## config.mk

```make
export PLATFORM = sky130hd
export DESIGN_NAME = six_axis_ring_fir_filter
export DESIGN_NICKNAME = d
export VERILOG_FILES = /design/src/rtl/sarf_pkg.sv /design/src/rtl/six_axis_ring_fir_filter.sv /design/src/rtl/sarf_ram.sv
export SDC_FILE = /design/constraint.sdc
export NUM_CORES = 2
export LEC_CHECK = 0
export ABC_AREA = 1
export BUFFER_PORTS_ARGS = -buffer_cell sky130_fd_sc_hd__buf_2
export CAP_MARGIN = 25
export CORE_MARGIN = 2
export CORE_UTILIZATION = 30
export CTS_BUF_LIST = sky130_fd_sc_hd__clkbuf_8
export CTS_CLUSTER_DIAMETER = 120
export DETAILED_ROUTE_END_ITERATION = 7
export PLACE_DENSITY = 0.45
export SYNTH_ARGS = -nofsm -noshare
export SYNTH_HDL_FRONTEND = slang
export SYNTH_SLANG_ARGS = --single-unit
```

## constraint.sdc

```tcl
create_clock -name clk -period 25.6 [get_ports clk]
set_input_delay 5.12 -clock clk [delete_from_list [all_inputs] [get_ports clk]]
set_output_delay 5.12 -clock clk [all_outputs]
set_load 0.02 [all_outputs]
```

## src/rtl/sarf_pkg.sv

```systemverilog
`timescale 1ns / 1ps
package sarf_pkg;

	localparam int AXES      = 6;
	localparam int SAMPLE_W  = 32;
	localparam int COEF_W    = 16;
	localparam int PROD_W    = SAMPLE_W + COEF_W;
	localparam int COEF_COUNT = 8;
	localparam int COEF_IW   = 3;
	localparam int AXIS_W    = 3;
	localparam int FRAC_SHIFT = 15;
	localparam int ROW_W     = AXES * SAMPLE_W;

	typedef logic signed [SAMPLE_W-1:0] sample_t;
	typedef logic signed [COEF_W-1:0]   coef_t;
	typedef logic signed [PROD_W-1:0]   prod_t;

	localparam logic OP_PUSH = 1'b0;
	localparam logic OP_READ = 1'b1;

	localparam coef_t COEF0_RESET = 16'sd32767;

endpackage

```

## src/rtl/six_axis_ring_fir_filter.sv

```systemverilog
`timescale 1ns / 1ps
// channel   direction  signals                          contents
// s_axis    in         tvalid tready tdata[191:0] tuser  push or read request
// m_axis    out        tvalid tready tdata[191:0]        six filtered axes
// cfg       in         we index[2:0] data[15:0]          tap weights coef_0..coef_7
//
// a push writes one history row and advances the ring pointer
// a read runs one shared 32x16 multiplier over every tap and axis
// after reset the history reads as zero through one valid bit per row
// s_tready is low while a read is in progress, or while a finished read waits for an earlier result to leave m_axis
module six_axis_ring_fir_filter #(
	parameter int TAPS = 8
) (
	input  logic         clk,
	input  logic         arst_n,
	input  logic         s_tvalid,
	output logic         s_tready,
	input  logic [191:0] s_tdata,  // accel_x, accel_y, accel_z, rate_x, rate_y, rate_z
	input  logic         s_tuser,  // opcode
	output logic         m_tvalid,
	input  logic         m_tready,
	output logic [191:0] m_tdata,  // filt_accel_x, filt_accel_y, filt_accel_z,
	                               // filt_rate_x, filt_rate_y, filt_rate_z
	input  logic         cfg_we,
	input  logic [2:0]   cfg_index,
	input  logic [15:0]  cfg_data
);

	localparam int PTR_W = (TAPS > 1) ? $clog2(TAPS) : 1;
	localparam int ACC_W = sarf_pkg::PROD_W + PTR_W;
	localparam logic [PTR_W-1:0] LAST_TAP = PTR_W'(TAPS - 1);
	localparam logic [sarf_pkg::AXIS_W-1:0] LAST_AXIS = sarf_pkg::AXIS_W'(sarf_pkg::AXES - 1);

	localparam logic [2:0] ST_IDLE  = 3'd0;
	localparam logic [2:0] ST_RD    = 3'd1;
	localparam logic [2:0] ST_MUL   = 3'd2;
	localparam logic [2:0] ST_DRAIN = 3'd3;
	localparam logic [2:0] ST_FIN   = 3'd4;

	logic [2:0] state_q;
	logic [PTR_W-1:0] ptr_q;
	logic [PTR_W-1:0] ptr_next;
	logic [TAPS-1:0] row_valid_q;
	logic [PTR_W-1:0] slot_q;
	logic [PTR_W-1:0] tap_q;
	logic [sarf_pkg::AXIS_W-1:0] axis_q;
	sarf_pkg::coef_t coef_q [sarf_pkg::COEF_COUNT];

	logic in_acc;
	logic push_acc;
	logic read_acc;
	logic ram_re;
	logic [PTR_W-1:0] ram_raddr;
	logic [sarf_pkg::ROW_W-1:0] row_rdata;
	logic rd_valid_s1;

	sarf_pkg::sample_t samp;
	sarf_pkg::coef_t coef_cur;
	logic [sarf_pkg::COEF_IW-1:0] coef_idx;
	sarf_pkg::prod_t prod_s1;
	logic [sarf_pkg::AXIS_W-1:0] prod_axis_s1;
	logic prod_vld_s1;

	logic signed [ACC_W-1:0] acc_q [sarf_pkg::AXES];
	logic [sarf_pkg::ROW_W-1:0] res_row;
	logic out_free;

	assign s_tready = (state_q == ST_IDLE);
	assign in_acc   = s_tvalid && s_tready;
	assign push_acc = in_acc && (s_tuser == sarf_pkg::OP_PUSH);
	assign read_acc = in_acc && (s_tuser == sarf_pkg::OP_READ);
	assign ptr_next = (ptr_q == LAST_TAP) ? '0 : ptr_q + 1'b1;
	assign out_free = !m_tvalid || m_tready;

	// next tap row is fetched on the last axis of the current tap
	assign ram_re    = (state_q == ST_RD) || ((state_q == ST_MUL) && (axis_q == LAST_AXIS));
	assign ram_raddr = slot_q;

	sarf_ram #(
		.WIDTH(sarf_pkg::ROW_W),
		.DEPTH(TAPS)
	) u_hist (
		.clk  (clk),
		.we   (push_acc),
		.waddr(ptr_next),
		.wdata(s_tdata),
		.re   (ram_re),
		.raddr(ram_raddr),
		.rdata(row_rdata)
	);

	always_comb begin
		coef_idx = sarf_pkg::COEF_IW'(tap_q);
		coef_cur = coef_q[coef_idx];
		samp     = '0;
		if (rd_valid_s1) begin
			samp = row_rdata[axis_q*sarf_pkg::SAMPLE_W +: sarf_pkg::SAMPLE_W];
		end
	end

	always_ff @(posedge clk or negedge arst_n) begin
		if (!arst_n) begin
			coef_q[0] <= sarf_pkg::COEF0_RESET;
			for (int i = 1; i < sarf_pkg::COEF_COUNT; i++) begin
				coef_q[i] <= '0;
			end
		end else if (cfg_we) begin
			coef_q[cfg_index] <= cfg_data;
		end
	end

	always_ff @(posedge clk or negedge arst_n) begin
		if (!arst_n) begin
			state_q     <= ST_IDLE;
			ptr_q       <= '0;
			row_valid_q <= '0;
			slot_q      <= '0;
			tap_q       <= '0;
			axis_q      <= '0;
			rd_valid_s1 <= 1'b0;
			prod_vld_s1 <= 1'b0;
			m_tvalid    <= 1'b0;
		end else begin
			prod_vld_s1 <= (state_q == ST_MUL);
			if (ram_re) begin
				rd_valid_s1 <= row_valid_q[ram_raddr];
				slot_q      <= (slot_q == '0) ? LAST_TAP : slot_q - 1'b1;
			end
			if ((state_q == ST_FIN) && out_free) begin
				m_tvalid <= 1'b1;
			end else if (m_tvalid && m_tready) begin
				m_tvalid <= 1'b0;
			end
			unique case (state_q)
				ST_IDLE: begin
					if (push_acc) begin
						ptr_q                 <= ptr_next;
						row_valid_q[ptr_next] <= 1'b1;
					end
					if (read_acc) begin
						slot_q  <= ptr_q;
						tap_q   <= '0;
						axis_q  <= '0;
						state_q <= ST_RD;
					end
				end
				ST_RD: begin
					state_q <= ST_MUL;
				end
				ST_MUL: begin
					if (axis_q == LAST_AXIS) begin
						axis_q <= '0;
						if (tap_q == LAST_TAP) begin
							state_q <= ST_DRAIN;
						end else begin
							tap_q <= tap_q + 1'b1;
						end
					end else begin
						axis_q <= axis_q + 1'b1;
					end
				end
				ST_DRAIN: begin
					state_q <= ST_FIN;
				end
				ST_FIN: begin
					if (out_free) begin
						state_q <= ST_IDLE;
					end
				end
				default: begin
					state_q <= ST_IDLE;
				end
			endcase
		end
	end

	always_ff @(posedge clk) begin
		prod_s1      <= samp * coef_cur;
		prod_axis_s1 <= axis_q;
		if (read_acc) begin
			for (int i = 0; i < sarf_pkg::AXES; i++) begin
				acc_q[i] <= '0;
			end
		end else if (prod_vld_s1) begin
			acc_q[prod_axis_s1] <= acc_q[prod_axis_s1] + ACC_W'(prod_s1);
		end
		if ((state_q == ST_FIN) && out_free) begin
			m_tdata <= res_row;
		end
	end

	// floor shift back to Q16.16 and saturate
	for (genvar g = 0; g < sarf_pkg::AXES; g++) begin : g_sat
		logic signed [ACC_W-1:0] shifted;
		logic [ACC_W-sarf_pkg::SAMPLE_W:0] hi;
		always_comb begin
			shifted = acc_q[g] >>> sarf_pkg::FRAC_SHIFT;
			hi      = shifted[ACC_W-1:sarf_pkg::SAMPLE_W-1];
			if ((&hi) || !(|hi)) begin
				res_row[g*sarf_pkg::SAMPLE_W +: sarf_pkg::SAMPLE_W] =
					shifted[sarf_pkg::SAMPLE_W-1:0];
			end else if (hi[ACC_W-sarf_pkg::SAMPLE_W]) begin
				res_row[g*sarf_pkg::SAMPLE_W +: sarf_pkg::SAMPLE_W] = 32'h8000_0000;
			end else begin
				res_row[g*sarf_pkg::SAMPLE_W +: sarf_pkg::SAMPLE_W] = 32'h7fff_ffff;
			end
		end
	end

endmodule

```

## src/rtl/sarf_ram.sv

```systemverilog
`timescale 1ns / 1ps
module sarf_ram #(
	parameter int WIDTH = 192,
	parameter int DEPTH = 8
) (
	input  logic                                    clk,
	input  logic                                    we,
	input  logic [(DEPTH > 1 ? $clog2(DEPTH) : 1)-1:0] waddr,
	input  logic [WIDTH-1:0]                        wdata,
	input  logic                                    re,
	input  logic [(DEPTH > 1 ? $clog2(DEPTH) : 1)-1:0] raddr,
	output logic [WIDTH-1:0]                        rdata
);

	logic [WIDTH-1:0] mem_q [DEPTH];

	always_ff @(posedge clk) begin
		if (we) begin
			mem_q[waddr] <= wdata;
		end
		if (re) begin
			rdata <= mem_q[raddr];
		end
	end

endmodule
```

==> flow_summary.json <==
{
  "cpMaxStageDelayCell": "clkinv_2",
  "r2r-start": "coef_idx[0]",
  "postCtsResizedCells": 0,
  "first_global_vias": 85539,
  "area_growth_pct": 13.1,
  "critPathMaxStageDelay_ns": 0.98,
  "rsz0062_at_grt": "false",
  "cts_tree": "built",
  "synth_flop_cell": "edfxtp_1",
  "drt-met1-wl_mm": 166,
  "grt_antenna_before_repair": 118,
  "h-tree-depth": 5,
  "final_antenna_net_count": 0,
  "clk-insertion-delay-late_ns": 1.16,
  "hp-start": "row_valid_q[2]",
  "cts_root_buffer": "clkbuf_8",
  "synth.most_common_cell": "nor2_1",
  "clk_pin_slew_worst_paths_ns": 0.06,
  "tns_ns": 0,
  "period_share_pct": 35.0,
  "synth_area_per_cell_um2": 10.8,
  "hold_path.class": "flop to flop",
  "first_iter_violations": 6243,
  "synth_edf_count": 2328,
  "crit_start": "coef_idx[0]",
  "drc": 0,
  "status": "complete, no violations",
  "io_pins": 411,
  "hold_viol_final": 0,
  "die_w_um": 641,
  "yosys-top-cells-count": "2338 x nor2_1, 2328 x edfxtp_1, 1477 x o21ai_0",
  "rows": 234,
  "netlist_top_cells_area": "edfxtp_1 57%, fa_1 8.0%, nor2_1 7.2%",
  "hpwlAfterDp_mm": 260,
  "dieHeight_um": 641,
  "cts_max_path_buffers": 4,
  "yosysUniqueCellTypes": 51,
  "cts_sinks": 2533,
  "gr-total-overflow": 0,
  "crit_type": "flop to flop",
  "core_um2": 406000,
  "grt_max_degree": 176,
  "fmax_ghz": 0.112,
  "wl_met2_mm": 198,
  "wl_met3_mm": 22.2,
  "drt-total-wl_mm": 397,
  "grt_pass1_wl_mm": 579,
  "end_kind": "flop",
  "layout.nets": 12523,
  "syn-cell-area_um2": 122000,
  "num_vias": 84475,
  "initial_core_util_pct": 30.1,
  "port_buffers": 410,
  "netlist.area_leader.share_pct": 57.3,
  "skew_ns": 0.111,
  "setup_viol": 0,
  "die_area_um2": 411000,
  "avgViaCountPerCell": 4.84,
  "cp_data_arrival_time_ns": 9.95,
  "cp-start-kind": "flop",
  "postCtsHoldBufs": 0,
  "tightest_slew_ns": 1.13,
  "syn_inst": 11246,
  "slew_headroom_pct": 24.3,
  "drt-wirelength-per-cell_um": 22.7,
  "syn-num-nets": 12120,
  "synth_top_area_cell": "edfxtp_1",
  "yosysSeqAreaShare_pct": 61.4,
  "critPathMaxFanout": 79,
  "drive_gt1_share_pct": 10.3,
  "yosysWarningCount": 0,
  "top_layer_used": "met5",
  "min_period_ns": 8.97,
  "ys_async_sr_fraction_pct": 6.08,
  "drt_pre_antenna_iters": 8,
  "post_cts_buffers": 0,
  "grt_usage_pct": 18.9,
  "cap_violations": 0,
  "crit_required_ns": 26.59,
  "numCtsBuffers": 438,
  "place_congestion": 0.920,
  "ys_ff_latch": 2533,
  "maxSlewViolCount": 0
}
layout make-up:
| cell class | count | area [um^2] |
|---|---|---|
| timing repair buffer | 545 | 3410 |
| multi-input combinational | 6889 | 40100 |
| fill | 40727 | 268000 |
| tap | 5428 | 6790 |
| clock buffer | 449 | 6180 |
| inverter | 1242 | 4690 |
| clock inverter | 335 | 1770 |
| antenna | 31 | 77.6 |
| sequential | 2533 | 74800 |
cell usage in the layout, fill, tap and decap left out, types with 15 or more instances in the layout:
cell type  instances
buf_12            15
o21ai_1           16
o22ai_1          211
clkinv_2          43
buf_2            409
xnor2_1           17
nand2_1         1259
ha_1             170
fa_1             487
nor3_1            31
nand3_1          155
nor2_1          2326
inv_1           1347
clkinv_1         112
a31oi_1          249
edfxtp_1        2328
dfstp_2           15
inv_2             35
o211ai_1          41
dfxtp_1           48
xor2_1            32
clkbuf_8         449
nand2_2           30
buf_4            112
o21ai_0         1477
nand4_1           30
diode_2           31
a21oi_1          228
dfrtp_1          134
layer usage:
metal,vias up,global-route usage (%)
li1,38859,-
met1,42526,23.9
met2,2325,33.2
met3,701,3.11
met4,64,5.06
met5,-,0
worst max-delay path: cells and delay by family (launching register included):
kind	cells	cell delay, ns
compound gates	2	0.21
fa+ha+maj	7	3.42
simple gates	11	2.10
buf+inv	8	2.39
flops	1	0.34
xor+xnor	1	0.32
flip-flops by register name, summed over array words and instances (netlist names), 8 cells and up:
signal,flops
u_hist.mem_q,1536
acc_q,408
m_tdata,192
u_hist.rdata,192
coef_q,128
prod_s1,48
row_valid_q,8
cells by family after synthesis:
group,after synthesis,synth area share [%]
buffers and inverters,1824,5.91
XOR/XNOR,49,0.352
flip-flops,2533,61.4
adder cells (fa/ha/maj),657,9.74
AND/OR/NAND/NOR,3911,12.6
AO/OA/AOI/OAI,2272,10.0
worst paths after layout:
| check | end | cells past startpoint | slack [ns] |
|---|---|---|---|
| min in group asynchronous | coef_q[52] | 1 | 3.85 |
| hold reg to reg | row_valid_q[2] | 1 | 0.47 |
| setup / recovery | prod_s1[25] | 29 | 16.63 |
| setup reg to reg | prod_s1[25] | 29 | 16.63 |
| max in group asynchronous | coef_q[25] | 2 | 20.76 |
| hold / removal | row_valid_q[2] | 1 | 0.47 |
metrics by stage:
step           utilization [%]  std cells  cell area [um^2]  hold WS [ns]  setup WS (ns)
5_1_grt                   34.0      17427            138000         0.478          16.06
4_1_cts                   34.0      17419            138000         0.462          16.58
3_3_place_gp              32.0      16627            130000         0.447          15.39
6_report                  34.0      17452            138000         0.465          16.63
3_5_place_dp              32.0      16635            130000         0.448          15.57
2_1_floorplan                -      11246            122000         0.348          11.18
Power is not shown: default switching activity piles up to over one toggle a cycle in this logic, so the estimate is an artifact.
